<file path="config.mk">
export PLATFORM = sky130hd
export DESIGN_NAME = running_statistics_accumulator
export DESIGN_NICKNAME = d
export VERILOG_FILES = /design/src/rtl/core/rsa_pkg.sv /design/src/rtl/core/rsa_mul_serial.sv /design/src/rtl/core/rsa_div_serial.sv /design/src/rtl/core/rsa_sqrt_serial.sv /design/src/rtl/core/running_statistics_accumulator.sv
export SDC_FILE = /design/constraint.sdc
export NUM_CORES = 2
export LEC_CHECK = 0
export BUFFER_PORTS_ARGS = -buffer_cell sky130_fd_sc_hd__buf_2
export CORE_ASPECT_RATIO = 1.75
export CORE_MARGIN = 2
export CORE_UTILIZATION = 50
export DETAILED_ROUTE_END_ITERATION = 10
export PLACE_DENSITY_LB_ADDON = 0.1
export SLEW_MARGIN = 0
export SYNTH_ARGS = -nofsm -noshare
export SYNTH_HDL_FRONTEND = slang
export SYNTH_SLANG_ARGS = --single-unit
</file>
<file path="constraint.sdc">
create_clock -name clock -period 16.7 [get_ports clock]
set_input_delay 3.34 -clock clock [delete_from_list [all_inputs] [get_ports clock]]
set_output_delay 3.34 -clock clock [all_outputs]
set_load 0.05 [all_outputs]
</file>
<file path="src/rtl/core/rsa_pkg.sv">
// Shared widths and codes for the running statistics accumulator.
`default_nettype none

package rsa_pkg;

   // Field widths
   localparam int DATA_W  = 16;
   localparam int COUNT_W = 20;
   localparam int FRAC_W  = 8;
   localparam int SUM_W   = DATA_W + COUNT_W;
   localparam int SQ_W    = 2 * DATA_W - 2 + COUNT_W;
   localparam int Q8_W    = DATA_W + FRAC_W;

   // Serial multiplier: product of an A operand and a B operand, B scanned LSB first
   localparam int MUL_A_W = (SQ_W > SUM_W) ? SQ_W : SUM_W;
   localparam int MUL_B_W = (COUNT_W > SUM_W) ? COUNT_W : SUM_W;
   localparam int PROD_W  = MUL_A_W + MUL_B_W;

   // Deviation numerator n*sumsq - sum^2 and its Q16 scaling
   localparam int DEV_SHIFT = 2 * FRAC_W;
   localparam int DIFF_W    = COUNT_W + SQ_W;

   // Serial divider and square root
   localparam int DIV_N_W = DIFF_W + DEV_SHIFT;
   localparam int DIV_D_W = 2 * COUNT_W;
   localparam int RT_W    = DIV_N_W / 2;

   // Request opcodes
   localparam logic OP_ADD   = 1'b0;
   localparam logic OP_CLEAR = 1'b1;

endpackage

`default_nettype wire

</file>
<file path="src/rtl/core/rsa_mul_serial.sv">
// Shift-and-add multiplier that consumes one multiplier bit per cycle.
`default_nettype none

module rsa_mul_serial (
   input  wire logic                        clock,
   input  wire logic                        reset,
   input  wire logic                        start,
   input  wire logic [rsa_pkg::MUL_A_W-1:0] a,
   input  wire logic [rsa_pkg::MUL_B_W-1:0] b,
   output logic                             busy,
   output logic      [rsa_pkg::PROD_W-1:0]  product
);

   localparam int CNT_W = $clog2(rsa_pkg::MUL_B_W + 1);

   logic                         busy_ff, busy_in;
   logic [CNT_W-1:0]             cnt_ff, cnt_in;
   logic [rsa_pkg::PROD_W-1:0]   acc_ff, acc_in;
   logic [rsa_pkg::MUL_A_W-1:0]  a_ff, a_in;
   logic [rsa_pkg::MUL_B_W-1:0]  b_ff, b_in;
   logic [rsa_pkg::MUL_A_W:0]    part_sum;

   always_comb begin
      part_sum = {1'b0, acc_ff[rsa_pkg::PROD_W-1:rsa_pkg::MUL_B_W]}
               + (b_ff[0] ? {1'b0, a_ff} : '0);
      busy_in  = busy_ff;
      cnt_in   = cnt_ff;
      acc_in   = acc_ff;
      a_in     = a_ff;
      b_in     = b_ff;
      if (start) begin
         busy_in = 1'b1;
         cnt_in  = CNT_W'(rsa_pkg::MUL_B_W);
         acc_in  = '0;
         a_in    = a;
         b_in    = b;
      end else if (busy_ff) begin
         // add the partial product on top, then shift one bit right
         acc_in  = {part_sum, acc_ff[rsa_pkg::MUL_B_W-1:1]};
         b_in    = {1'b0, b_ff[rsa_pkg::MUL_B_W-1:1]};
         cnt_in  = cnt_ff - 1'b1;
         busy_in = (cnt_ff != CNT_W'(1));
      end
   end

   always_ff @(posedge clock) begin
      if (reset) begin
         busy_ff <= 1'b0;
         cnt_ff  <= '0;
      end else begin
         busy_ff <= busy_in;
         cnt_ff  <= cnt_in;
      end
   end

   always_ff @(posedge clock) begin
      acc_ff <= acc_in;
      a_ff   <= a_in;
      b_ff   <= b_in;
   end

   assign busy    = busy_ff;
   assign product = acc_ff;

endmodule

`default_nettype wire

</file>
<file path="src/rtl/core/rsa_div_serial.sv">
// Restoring divider that produces one quotient bit per cycle.
`default_nettype none

module rsa_div_serial (
   input  wire logic                        clock,
   input  wire logic                        reset,
   input  wire logic                        start,
   input  wire logic [rsa_pkg::DIV_N_W-1:0] dividend,
   input  wire logic [rsa_pkg::DIV_D_W-1:0] divisor,
   output logic                             busy,
   output logic      [rsa_pkg::DIV_N_W-1:0] quotient
);

   localparam int CNT_W = $clog2(rsa_pkg::DIV_N_W + 1);

   logic                         busy_ff, busy_in;
   logic [CNT_W-1:0]             cnt_ff, cnt_in;
   logic [rsa_pkg::DIV_N_W-1:0]  num_ff, num_in;
   logic [rsa_pkg::DIV_D_W-1:0]  den_ff, den_in;
   logic [rsa_pkg::DIV_D_W-1:0]  rem_ff, rem_in;
   logic [rsa_pkg::DIV_D_W:0]    rem_shift;
   logic [rsa_pkg::DIV_D_W:0]    rem_sub;
   logic                         fits;

   always_comb begin
      rem_shift = {rem_ff, num_ff[rsa_pkg::DIV_N_W-1]};
      fits      = (rem_shift >= {1'b0, den_ff});
      rem_sub   = rem_shift - {1'b0, den_ff};
      busy_in   = busy_ff;
      cnt_in    = cnt_ff;
      num_in    = num_ff;
      den_in    = den_ff;
      rem_in    = rem_ff;
      if (start) begin
         busy_in = 1'b1;
         cnt_in  = CNT_W'(rsa_pkg::DIV_N_W);
         num_in  = dividend;
         den_in  = divisor;
         rem_in  = '0;
      end else if (busy_ff) begin
         // dividend bits leave at the top, quotient bits enter at the bottom
         rem_in  = fits ? rem_sub[rsa_pkg::DIV_D_W-1:0]
                        : rem_shift[rsa_pkg::DIV_D_W-1:0];
         num_in  = {num_ff[rsa_pkg::DIV_N_W-2:0], fits};
         cnt_in  = cnt_ff - 1'b1;
         busy_in = (cnt_ff != CNT_W'(1));
      end
   end

   always_ff @(posedge clock) begin
      if (reset) begin
         busy_ff <= 1'b0;
         cnt_ff  <= '0;
      end else begin
         busy_ff <= busy_in;
         cnt_ff  <= cnt_in;
      end
   end

   always_ff @(posedge clock) begin
      num_ff <= num_in;
      den_ff <= den_in;
      rem_ff <= rem_in;
   end

   assign busy     = busy_ff;
   assign quotient = num_ff;

endmodule

`default_nettype wire

</file>
<file path="src/rtl/core/rsa_sqrt_serial.sv">
// Digit-by-digit integer square root, one root bit per cycle.
`default_nettype none

module rsa_sqrt_serial (
   input  wire logic                        clock,
   input  wire logic                        reset,
   input  wire logic                        start,
   input  wire logic [rsa_pkg::DIV_N_W-1:0] radicand,
   output logic                             busy,
   output logic      [rsa_pkg::RT_W-1:0]    root
);

   localparam int CNT_W = $clog2(rsa_pkg::RT_W + 1);

   logic                         busy_ff, busy_in;
   logic [CNT_W-1:0]             cnt_ff, cnt_in;
   logic [rsa_pkg::DIV_N_W-1:0]  rad_ff, rad_in;
   logic [rsa_pkg::RT_W-1:0]     root_ff, root_in;
   logic [rsa_pkg::RT_W:0]       rem_ff, rem_in;
   logic [rsa_pkg::RT_W+2:0]     rem_shift;
   logic [rsa_pkg::RT_W+2:0]     trial;
   logic [rsa_pkg::RT_W+2:0]     rem_sub;
   logic                         fits;

   always_comb begin
      rem_shift = {rem_ff, rad_ff[rsa_pkg::DIV_N_W-1:rsa_pkg::DIV_N_W-2]};
      trial     = {1'b0, root_ff, 2'b01};
      fits      = (rem_shift >= trial);
      rem_sub   = rem_shift - trial;
      busy_in   = busy_ff;
      cnt_in    = cnt_ff;
      rad_in    = rad_ff;
      root_in   = root_ff;
      rem_in    = rem_ff;
      if (start) begin
         busy_in = 1'b1;
         cnt_in  = CNT_W'(rsa_pkg::RT_W);
         rad_in  = radicand;
         root_in = '0;
         rem_in  = '0;
      end else if (busy_ff) begin
         // bring down two radicand bits, try root*4+1
         rem_in  = fits ? rem_sub[rsa_pkg::RT_W:0] : rem_shift[rsa_pkg::RT_W:0];
         root_in = {root_ff[rsa_pkg::RT_W-2:0], fits};
         rad_in  = {rad_ff[rsa_pkg::DIV_N_W-3:0], 2'b00};
         cnt_in  = cnt_ff - 1'b1;
         busy_in = (cnt_ff != CNT_W'(1));
      end
   end

   always_ff @(posedge clock) begin
      if (reset) begin
         busy_ff <= 1'b0;
         cnt_ff  <= '0;
      end else begin
         busy_ff <= busy_in;
         cnt_ff  <= cnt_in;
      end
   end

   always_ff @(posedge clock) begin
      rad_ff  <= rad_in;
      root_ff <= root_in;
      rem_ff  <= rem_in;
   end

   assign busy = busy_ff;
   assign root = root_ff;

endmodule

`default_nettype wire

</file>
<file path="src/rtl/core/running_statistics_accumulator.sv">
// Top level: running count, sum, sum of squares, min, max, mean and deviation.
`default_nettype none

// Channel   Direction  Handshake              Payload
// req_      in         req_valid / req_stall  opcode (add or clear), signed sample
// rsp_      out        rsp_valid / rsp_stall  count, sum, square sum, min, max,
//                                             mean Q8, deviation Q8, overflowed
//
// Each request runs through these steps from acceptance to a loaded result: accumulate,
// launch, multiply, difference, divide, root and load. The bit-serial deviation divider
// and square root dominate that time; n*sumsq and sum^2 run on two serial multipliers
// side by side, the mean divider runs in the shadow. The load waits while rsp_stall
// holds the previous result. req_stall is high while a request is in work; the next
// request is taken at the earliest once the result is loaded and the machine is idle,
// even while rsp_stall holds the result.
// Reset (synchronous) clears every statistic and drops any request in work.

module running_statistics_accumulator (
   input  wire logic                              clock,
   input  wire logic                              reset,
   input  wire logic                              req_valid,
   output logic                                   req_stall,
   input  wire logic                              req_opcode,
   input  wire logic signed [rsa_pkg::DATA_W-1:0] req_sample,
   output logic                                   rsp_valid,
   input  wire logic                              rsp_stall,
   output logic        [rsa_pkg::COUNT_W-1:0]     rsp_sample_total,
   output logic signed [rsa_pkg::SUM_W-1:0]       rsp_value_sum,
   output logic        [rsa_pkg::SQ_W-1:0]        rsp_square_sum,
   output logic signed [rsa_pkg::DATA_W-1:0]      rsp_smallest,
   output logic signed [rsa_pkg::DATA_W-1:0]      rsp_largest,
   output logic signed [rsa_pkg::Q8_W-1:0]        rsp_mean_q8,
   output logic        [rsa_pkg::Q8_W-1:0]        rsp_deviation_q8,
   output logic                                   rsp_overflowed
);

   typedef enum logic [7:0] {
      S_IDLE   = 8'b0000_0001,
      S_ACCUM  = 8'b0000_0010,
      S_LAUNCH = 8'b0000_0100,
      S_MUL    = 8'b0000_1000,
      S_DIFF   = 8'b0001_0000,
      S_DIV    = 8'b0010_0000,
      S_ROOT   = 8'b0100_0000,
      S_DONE   = 8'b1000_0000
   } state_type;

   state_type state_ff, state_in;

   // Latched request
   logic                              opcode_ff, opcode_in;
   logic signed [rsa_pkg::DATA_W-1:0] sample_ff, sample_in;

   // Statistics
   logic        [rsa_pkg::COUNT_W-1:0] count_ff, count_in;
   logic signed [rsa_pkg::SUM_W-1:0]   sum_ff, sum_in;
   logic        [rsa_pkg::SQ_W-1:0]    sumsq_ff, sumsq_in;
   logic signed [rsa_pkg::DATA_W-1:0]  min_ff, min_in;
   logic signed [rsa_pkg::DATA_W-1:0]  max_ff, max_in;
   logic                               dropped_ff, dropped_in;

   // Deviation denominator n*(n-1)
   logic [rsa_pkg::DIV_D_W-1:0] dev_den_ff, dev_den_in;

   // Result register
   logic                               rsp_valid_ff, rsp_valid_in;
   logic        [rsa_pkg::COUNT_W-1:0] out_count_ff, out_count_in;
   logic signed [rsa_pkg::SUM_W-1:0]   out_sum_ff, out_sum_in;
   logic        [rsa_pkg::SQ_W-1:0]    out_sumsq_ff, out_sumsq_in;
   logic signed [rsa_pkg::DATA_W-1:0]  out_min_ff, out_min_in;
   logic signed [rsa_pkg::DATA_W-1:0]  out_max_ff, out_max_in;
   logic signed [rsa_pkg::Q8_W-1:0]    out_mean_ff, out_mean_in;
   logic        [rsa_pkg::Q8_W-1:0]    out_dev_ff, out_dev_in;
   logic                               out_drop_ff, out_drop_in;

   // Combinational helpers
   logic                               req_take;
   logic                               rsp_free;
   logic [rsa_pkg::DATA_W-1:0]         sample_mag;
   logic [2*rsa_pkg::DATA_W-1:0]       sample_sq;
   logic [rsa_pkg::COUNT_W-1:0]        count_inc;
   logic [rsa_pkg::SUM_W-1:0]          sum_mag;
   logic [rsa_pkg::COUNT_W-1:0]        count_dec;
   logic [rsa_pkg::PROD_W-1:0]         dev_diff;
   logic [rsa_pkg::DIV_N_W-1:0]        dev_num;
   logic [rsa_pkg::Q8_W-1:0]           mean_mag;
   logic signed [rsa_pkg::Q8_W-1:0]    mean_val;
   logic [rsa_pkg::Q8_W-1:0]           dev_val;

   // Unit controls
   logic                               launch;
   logic                               dev_div_start;
   logic                               root_start;
   logic                               mul_nq_busy, mul_ss_busy;
   logic                               mean_div_busy, dev_div_busy, root_busy;
   logic [rsa_pkg::PROD_W-1:0]         prod_nq, prod_ss;
   logic [rsa_pkg::DIV_N_W-1:0]        mean_quot, dev_quot;
   logic [rsa_pkg::RT_W-1:0]           root_val;

   assign req_take      = req_valid && !req_stall;
   assign rsp_free      = !rsp_valid_ff || !rsp_stall;
   assign launch        = (state_ff == S_LAUNCH);
   assign dev_div_start = (state_ff == S_DIFF);
   assign root_start    = (state_ff == S_DIV) && !dev_div_busy;

   assign sum_mag   = sum_ff[rsa_pkg::SUM_W-1] ? rsa_pkg::SUM_W'(-sum_ff)
                                               : rsa_pkg::SUM_W'(sum_ff);
   assign count_dec = count_ff - 1'b1;

   // n*sumsq - sum^2 is never negative; scale it to Q16 for the root
   assign dev_diff = prod_nq - prod_ss;
   assign dev_num  = {dev_diff[rsa_pkg::DIFF_W-1:0], {rsa_pkg::DEV_SHIFT{1'b0}}};

   rsa_mul_serial u_mul_nq (
      .clock   (clock),
      .reset   (reset),
      .start   (launch),
      .a       (rsa_pkg::MUL_A_W'(sumsq_ff)),
      .b       (rsa_pkg::MUL_B_W'(count_ff)),
      .busy    (mul_nq_busy),
      .product (prod_nq)
   );

   rsa_mul_serial u_mul_ss (
      .clock   (clock),
      .reset   (reset),
      .start   (launch),
      .a       (rsa_pkg::MUL_A_W'(sum_mag)),
      .b       (rsa_pkg::MUL_B_W'(sum_mag)),
      .busy    (mul_ss_busy),
      .product (prod_ss)
   );

   rsa_div_serial u_mean_div (
      .clock    (clock),
      .reset    (reset),
      .start    (launch),
      .dividend (rsa_pkg::DIV_N_W'({sum_mag, {rsa_pkg::FRAC_W{1'b0}}})),
      .divisor  (rsa_pkg::DIV_D_W'(count_ff)),
      .busy     (mean_div_busy),
      .quotient (mean_quot)
   );

   rsa_div_serial u_dev_div (
      .clock    (clock),
      .reset    (reset),
      .start    (dev_div_start),
      .dividend (dev_num),
      .divisor  (dev_den_ff),
      .busy     (dev_div_busy),
      .quotient (dev_quot)
   );

   rsa_sqrt_serial u_root (
      .clock    (clock),
      .reset    (reset),
      .start    (root_start),
      .radicand (dev_quot),
      .busy     (root_busy),
      .root     (root_val)
   );

   // Final mean and deviation from the unit outputs
   always_comb begin
      mean_mag = mean_quot[rsa_pkg::Q8_W-1:0];
      if (count_ff == '0) begin
         mean_val = '0;
      end else if (sum_ff[rsa_pkg::SUM_W-1]) begin
         mean_val = signed'(rsa_pkg::Q8_W'(0) - mean_mag);
      end else begin
         mean_val = signed'(mean_mag);
      end

      if (count_ff < rsa_pkg::COUNT_W'(2)) begin
         dev_val = '0;
      end else if (root_val > {{(rsa_pkg::RT_W-rsa_pkg::Q8_W){1'b0}},
                               {rsa_pkg::Q8_W{1'b1}}}) begin
         dev_val = '1;  // saturate
      end else begin
         dev_val = root_val[rsa_pkg::Q8_W-1:0];
      end
   end

   always_comb begin
      sample_mag = sample_ff[rsa_pkg::DATA_W-1] ? rsa_pkg::DATA_W'(-sample_ff)
                                                : rsa_pkg::DATA_W'(sample_ff);
      sample_sq  = sample_mag * sample_mag;
      count_inc  = count_ff + 1'b1;

      state_in     = state_ff;
      opcode_in    = opcode_ff;
      sample_in    = sample_ff;
      count_in     = count_ff;
      sum_in       = sum_ff;
      sumsq_in     = sumsq_ff;
      min_in       = min_ff;
      max_in       = max_ff;
      dropped_in   = dropped_ff;
      dev_den_in   = dev_den_ff;
      rsp_valid_in = rsp_valid_ff && rsp_stall;
      out_count_in = out_count_ff;
      out_sum_in   = out_sum_ff;
      out_sumsq_in = out_sumsq_ff;
      out_min_in   = out_min_ff;
      out_max_in   = out_max_ff;
      out_mean_in  = out_mean_ff;
      out_dev_in   = out_dev_ff;
      out_drop_in  = out_drop_ff;

      case (state_ff)
         S_IDLE: begin
            if (req_take) begin
               opcode_in = req_opcode;
               sample_in = req_sample;
               state_in  = S_ACCUM;
            end
         end
         S_ACCUM: begin
            if (opcode_ff == rsa_pkg::OP_CLEAR) begin
               count_in   = '0;
               sum_in     = '0;
               sumsq_in   = '0;
               min_in     = '0;
               max_in     = '0;
               dropped_in = 1'b0;
            end else if (count_ff == {rsa_pkg::COUNT_W{1'b1}}) begin
               // count is full: drop the sample, raise the flag
               dropped_in = 1'b1;
            end else begin
               count_in = count_inc;
               sum_in   = sum_ff + rsa_pkg::SUM_W'(sample_ff);
               sumsq_in = sumsq_ff + rsa_pkg::SQ_W'(sample_sq);
               if (count_inc < rsa_pkg::COUNT_W'(2)) begin
                  min_in = sample_ff;
                  max_in = sample_ff;
               end else if (sample_ff < min_ff) begin
                  min_in = sample_ff;
               end else if (sample_ff > max_ff) begin
                  max_in = sample_ff;
               end
            end
            state_in = S_LAUNCH;
         end
         S_LAUNCH: begin
            dev_den_in = count_ff * count_dec;
            state_in   = S_MUL;
         end
         S_MUL: begin
            if (!mul_nq_busy && !mul_ss_busy) begin
               state_in = S_DIFF;
            end
         end
         S_DIFF: begin
            state_in = S_DIV;
         end
         S_DIV: begin
            if (!dev_div_busy) begin
               state_in = S_ROOT;
            end
         end
         S_ROOT: begin
            if (!root_busy) begin
               state_in = S_DONE;
            end
         end
         S_DONE: begin
            // hold until the result register is free and the mean divider is done, then load it
            if (rsp_free && !mean_div_busy) begin
               rsp_valid_in = 1'b1;
               out_count_in = count_ff;
               out_sum_in   = sum_ff;
               out_sumsq_in = sumsq_ff;
               out_min_in   = min_ff;
               out_max_in   = max_ff;
               out_mean_in  = mean_val;
               out_dev_in   = dev_val;
               out_drop_in  = dropped_ff;
               state_in     = S_IDLE;
            end
         end
         default: begin
            state_in = S_IDLE;
         end
      endcase
   end

   always_ff @(posedge clock) begin
      if (reset) begin
         state_ff     <= S_IDLE;
         count_ff     <= '0;
         sum_ff       <= '0;
         sumsq_ff     <= '0;
         min_ff       <= '0;
         max_ff       <= '0;
         dropped_ff   <= 1'b0;
         rsp_valid_ff <= 1'b0;
      end else begin
         state_ff     <= state_in;
         count_ff     <= count_in;
         sum_ff       <= sum_in;
         sumsq_ff     <= sumsq_in;
         min_ff       <= min_in;
         max_ff       <= max_in;
         dropped_ff   <= dropped_in;
         rsp_valid_ff <= rsp_valid_in;
      end
   end

   always_ff @(posedge clock) begin
      opcode_ff    <= opcode_in;
      sample_ff    <= sample_in;
      dev_den_ff   <= dev_den_in;
      out_count_ff <= out_count_in;
      out_sum_ff   <= out_sum_in;
      out_sumsq_ff <= out_sumsq_in;
      out_min_ff   <= out_min_in;
      out_max_ff   <= out_max_in;
      out_mean_ff  <= out_mean_in;
      out_dev_ff   <= out_dev_in;
      out_drop_ff  <= out_drop_in;
   end

   assign req_stall        = (state_ff != S_IDLE);
   assign rsp_valid        = rsp_valid_ff;
   assign rsp_sample_total = out_count_ff;
   assign rsp_value_sum    = out_sum_ff;
   assign rsp_square_sum   = out_sumsq_ff;
   assign rsp_smallest     = out_min_ff;
   assign rsp_largest      = out_max_ff;
   assign rsp_mean_q8      = out_mean_ff;
   assign rsp_deviation_q8 = out_dev_ff;
   assign rsp_overflowed   = out_drop_ff;

endmodule

`default_nettype wire
</file>
# --- After elaboration in Yosys (flattened, before gate mapping) ---
# Cells that the tools add are included.
op_classes:
  addsub: 18
  multipliers: 2
  n_div: 0
  magnitude_cmp: 8
  eq_ne: 22
  n_shift: 0
  muxes: 64
  bitwise_logic: 0
  reduce_logical: 32
op_table:
  columns: ["op", "n"]
  rows:
  - ["86-bit two-way mux", 4]
  - ["36-bit two-way mux", 6]
  - ["16-bit two-way mux", 10]
  - ["50-bit two-way mux", 3]
  - ["44-bit two-way mux", 3]
  - ["20-bit two-way mux", 4]
  - ["40-bit two-way mux", 2]
  - ["70-bit subtractor", 1]
  - ["8-bit case mux with 8 select lines", 1]
  - ["50-bit by 36-bit adder with 51-bit output", 1]
  - ["50-bit by 50-bit adder with 51-bit output", 1]
  - ["50-bit by 32-bit adder with 50-bit output", 1]
  - ["24-bit two-way mux", 2]
  - ["46-bit by 45-bit >= comparator with 1-bit output", 1]
  - ["44-bit subtractor", 1]
  - ["43-bit by 24-bit > comparator with 1-bit output (second input constant)", 1]
  - ["41-bit by 20-bit >= comparator with 1-bit output", 1]
  - ["41-bit by 40-bit >= comparator with 1-bit output", 1]
  - ["20-bit by 2-bit < comparator with 1-bit output (second input constant)", 2]
  - ["20-bit by 20-bit multiplier with 40-bit output", 1]
  - ["8-bit two-way mux", 5]
  - ["40-bit by 20-bit subtractor with 40-bit output", 1]
  - ["40-bit subtractor", 1]
  - ["36-bit by 16-bit adder with 36-bit output", 1]
  - ["other kinds (38)", 91]
totals:
  ff_bits: 1228
  latch_bits: 0
  ramBits: 0
  romBits: 0
  inputBits: 21
  out_inout_bits: 189
  elab_cells: 197
  mem_count: 0

# --- Longest topological paths before layout ---
depth:
  word_depth: 6
  depth_mapped: 34
  mapped_depth_nobuf: 32

# --- By module ---
# A second synthesis with hierarchy kept.
hier_totals:
  cells_unflattened: 9425
  hier_area_um2: 92491.2
modules_own_cells:
  columns: ["mod", "n_inst", "cells_each", "area_per_inst_um2", "seq_area_each_um2"]
  rows:
  - ["running_statistics_accumulator", 1, 4864, 44515.2, 10259.8]
  - ["rsa_mul_serial", 2, 906, 9410.3, 4444.3]
  - ["rsa_sqrt_serial", 1, 1018, 10079.7, 4464.3]
  - ["rsa_div_serial (u_mean_div)", 1, 887, 9546.7, 4744.6]
  - ["rsa_div_serial (u_dev_div)", 1, 844, 9529.1, 4744.6]

# --- Least setup slack after synthesis ---
# No wires, ideal clock.
synth_path:
  path_type: "input -> register"
  startpoint: "input port rsp_stall"
  endpoint: "register out_dev_ff (netlist bit rsp_deviation_q8[0]), enable pin"
  setup_time_ns: 0.797
  arrival_time_ns: 12.114
  required_time_ns: 15.903
  setup_slack_ns: 3.790
  path_stages: 1
  path_buffers: 0
  cell_sequence: "a21oi_1"
synth_between:
  elab_chain_len: 4
synth_lines:
  columns: ["element", "line_no", "rtl"]
  rows:
  - ["start: declaration", "running_statistics_accumulator.sv:26", "input wire logic rsp_stall,"]
  - ["1-bit logical NOT", "running_statistics_accumulator.sv:101", "assign rsp_free = !rsp_valid_ff || !rsp_stall;"]
  - ["1-bit logical OR", "running_statistics_accumulator.sv:101", null]
  - ["1-bit logical AND", "running_statistics_accumulator.sv:268", "if (rsp_free && !mean_div_busy) begin"]
  - ["2-bit AND reduction (no source line)", null, null]
  - ["end signal: assignment", "running_statistics_accumulator.sv:319", "out_dev_ff <= out_dev_in;"]
  - ["end: declaration", "running_statistics_accumulator.sv:73", "logic [rsa_pkg::Q8_W-1:0] out_dev_ff, out_dev_in;"]
# No other way between the ends.
# A chain may end at the register's enable or synchronous reset.

# --- Final worst setup path ---
layout_path:
  startpoint: "register sample_ff[0] (netlist name)"
  endpoint: "register sumsq_ff[46] (netlist name)"
layout_between:
  elab_chain_len: 6
layout_lines:
  columns: ["element", "line_no", "rtl"]
  rows:
  - ["start: declaration", "running_statistics_accumulator.sv:52", "logic signed [rsa_pkg::DATA_W-1:0] sample_ff, sample_in;"]
  - ["start signal: assignment", "running_statistics_accumulator.sv:311", "sample_ff <= sample_in;"]
  - ["16-bit negator", "running_statistics_accumulator.sv:185", "sample_mag = sample_ff[rsa_pkg::DATA_W-1] ? rsa_pkg::DATA_W'(-sample_ff)"]
  - ["16-bit two-way mux (*)", "running_statistics_accumulator.sv:185", null]
  - ["16-bit by 16-bit multiplier with 32-bit output (*)", "running_statistics_accumulator.sv:187", "sample_sq = sample_mag * sample_mag;"]
  - ["50-bit by 32-bit adder with 50-bit output (*)", "running_statistics_accumulator.sv:232", "sumsq_in = sumsq_ff + rsa_pkg::SQ_W'(sample_sq);"]
  - ["50-bit two-way mux (*)", "running_statistics_accumulator.sv:226", "end else if (count_ff == {rsa_pkg::COUNT_W{1'b1}}) begin"]
  - ["50-bit two-way mux (*)", "running_statistics_accumulator.sv:219", "if (opcode_ff == rsa_pkg::OP_CLEAR) begin"]
  - ["end signal: assignment", "running_statistics_accumulator.sv:301", "sumsq_ff <= sumsq_in;"]
  - ["end: declaration", "running_statistics_accumulator.sv:57", "logic [rsa_pkg::SQ_W-1:0] sumsq_ff, sumsq_in;"]
# Every way passes the cells marked *; elsewhere a longest branch is shown, timed or not. The select of a mux whose other input is x is not followed.

==> flow_summary.yaml <==
clock_network:
  path_clk_slew_ps: 70
  clock_latency_ps: 770
  cts-resized-gates: 0
  cts.sinks: 1226
  cts_buffers: 116
  holdBufCountCts: 0
  post_cts_buffers: 0
  cts_tree: "built"
  cts_buffer_depth: 3
  clockRootBuffer: "clkbuf_16"
  h-tree-depth: 3
sta:
  fin_skew_ps: 41.2
  fmax_mhz: 99.4
  worstMarginPinSlew_ps: 1240
  layout_setup_ws_ps: 6640
  holdWs_ps: 414
  min_period_over_period: 0.603
  drv_slew: 0
  slew_headroom: 0.171
  rsz0062_at_grt: "false"
  timing.setup.tns_ps: 0
  finalHoldViolations: 0
  final-setup-viol-count: 0
  fin_crit_ps: 10060
floorplan:
  coreArea_sq_um: 173000
  dieArea_sq_um: 178000
  start_util: 0.503
  io_pins: 210
  die_y_um: 556
  rows: 202
  die_w_um: 319
placement:
  hpwl_um: 188000
  placed_cell_area_sq_um: 90100
  place_congestion: 0.932
  io_buffers: 209
  dpl_worst_slack_ps: 6720
critical_path:
  slowest_delay_ps: 800
  setup.worst_path.end_class: "register"
  crit_fanout: 16
  cp.required_ps: 17330
  start_kind: "register"
  crit_type: "register to register"
  slowest_stage: "edfxtp_1"
  cp_common_cell: "fa_1"
  cp.arrival_ps: 10700
drt:
  first_pass_iters: 6
  wire_per_inst_um: 21.3
  viasPerCell: 5.67
  vias: 66400
  drc: 0
  ant_nets: 0
  drt_iter0_drc: 3646
  routed_wl_um: 249000
yosys:
  synth-seq-cells: 1226
  synthAdderAreaFrac: 0.208
  synthCells: 9371
  yosys.area_share.simple: 0.159
  ys_seq_area_frac: 0.355
  ys.flop_type: "edfxtp_1"
  async_flop_share: 0
  synthMuxAreaShare: 0.0329
  ys_warn_count: 0
  synth-edff-count: 636
  synth_compound_area_frac: 0.134
  synth_top_family_by_area: "adder cells"
  ys_types: 83
  synth_area_sq_um: 87100
  synth_xor_area_frac: 0.0459
  avgSynthCellArea_sq_um: 9.29
final_layout:
  fill_cells: 15900
  syn_to_final_growth_pct: 8.08
  layout.nets: 10500
  drive_gt1_frac: 0.0632
  design_area_sq_um: 94100
job:
  maxCapViolations: 0
min_path:
  holdCritPathClass: "register to register"
global_routing:
  antenna_found_initial: 5
  grt_max_degree: 178
  grt_pass1_vias: 69000
  grt_pass1_wl_um: 388000
  grt.overflow.total: 0
  grt_use_total: 0.278
status:
  status: "finished, final reports clean"
power_and_ir_drop:
  vdd_drop_max_v: 0.000725
  p_total_mw: 18.2
  p_per_area_nw_per_um2: 194
  p_leak_nw: 41.3
## path summary, 6_finish.rpt
check | from | endpoint | slack (ps) | depth (start not counted)
max reg2reg | sample_ff[0]$_DFFE_PP_ | sumsq_ff[46]$_SDFFE_PP0P_ | 6640 | 31
min reg2reg | dev_den_ff[8]$_DFFE_PP_ | u_dev_div.den_ff[8]$_DFFE_PP_ | 410 | 0
min | dev_den_ff[8]$_DFFE_PP_ | u_dev_div.den_ff[8]$_DFFE_PP_ | 410 | 0
max | sample_ff[0]$_DFFE_PP_ | sumsq_ff[46]$_SDFFE_PP0P_ | 6640 | 31
## flip-flops by register name (all words and copies together) (netlist names), 40 cells and up
name and flops:
sumsq_ff 50, u_mean_div.quotient 86, u_mean_div.rem_ff 40, u_root.root 43, u_root.rad_ff 86, rsp_square_sum 50, u_mul_nq.product 86, u_mul_ss.product 86
u_root.rem_ff 44, u_dev_div.quotient 86, u_mul_nq.a_ff 50, u_dev_div.rem_ff 40
## cell usage after synthesis, drive strengths merged, types with 59 or more instances
master / instances / area [sq um]
nand2b: 301 / 1880
a211oi: 95 / 713
and2: 139 / 870
nand3: 213 / 1070
o21a: 63 / 473
dfxtp: 590 / 11800
edfxtp: 636 / 19100
nand4: 83 / 519
ha: 613 / 7670
a31oi: 80 / 500
inv: 1039 / 3900
a21o: 255 / 1910
nand2: 872 / 3270
clkbuf: 416 / 1560
o21ai: 433 / 2170
mux2i: 273 / 2730
a21oi: 557 / 2790
o21bai: 59 / 443
xor2: 187 / 1640
nor3: 106 / 531
nor2b: 170 / 1060
nor2: 772 / 2900
fa: 522 / 10500
xnor2: 269 / 2360
## per-stage QoR
stage	cells	utilization
2_1_floorplan	9381	-
3_3_place_gp	11500	0.521
3_5_place_dp	11500	0.521
4_1_cts	11700	0.543
5_1_grt	11700	0.543
6_report	11700	0.544
## where the power goes
group          internal, mW  leakage (nW)  total [mW]  switching (mW)
registers              3.40          10.7        3.72           0.320
logic                  4.78          28.6        11.8            6.97
clock network          1.52          1.92        2.77            1.25
total                  9.71          41.3        18.2            8.53
## cell usage in the layout, fill, tap and decap left out, drive strengths merged, types with 23 or more instances in the layout
master,n
inv,1052
nand2,872
nor2,772
edfxtp,636
ha,613
dfxtp,590
a21oi,557
fa,522
o21ai,433
buf,305
nand2b,301
mux2i,273
xnor2,269
a21o,255
nand3,213
xor2,187
nor2b,170
clkbuf,158
and2,139
nor3,106
a211oi,95
nand4,83
a31oi,80
o21a,63
o21bai,59
and3,51
a22oi,51
o31ai,47
clkinv,46
nor4,40
or3,37
o211ai,34
a31o,31
or4,27
or2,23
## critical path, delay by kind of cell, from the launching register on
family | cells | cell delay [ps]
xor gates and xnor gates | 2 | 810
adders and majority gates | 8 | 3700
buffers and inverters | 7 | 1410
and+or+nand+nor | 6 | 830
AOI/OAI and AO/OA | 8 | 2360
DFF | 1 | 800
## routing by layer
metal  global-route usage  part of all wire
met1                0.309              0.38
met2                0.528              0.53
met3               0.0247             0.035
met4                0.136             0.053
met5                    0          0.000044
## cell families after synthesis
| logic type | after synthesis |
|---|---|
| AOI/OAI and AO/OA | 1865 |
| xor gates and xnor gates | 456 |
| adders and majority gates | 1135 |
| buffers and inverters | 1502 |
| DFF | 1226 |
| muxes | 285 |
| other | 2 |
| and+or+nand+nor | 2900 |
## area by class of cell
| cell class | count | area, sq um | share of cell area |
|---|---|---|---|
| clock inverter | 64 | 654 | 0.00695 |
| timing repair buffer | 305 | 1790 | 0.0191 |
| tap | 2244 | 2810 | 0.0298 |
| multi-input combinational | 6653 | 50600 | 0.538 |
| sequential | 1226 | 30900 | 0.329 |
| inverter | 1051 | 3950 | 0.0420 |
| antenna | 3 | 7.51 | 0.0000798 |
| clock buffer | 158 | 3310 | 0.0351 |
No activity file was read; power rests on OpenSTA's default activity.
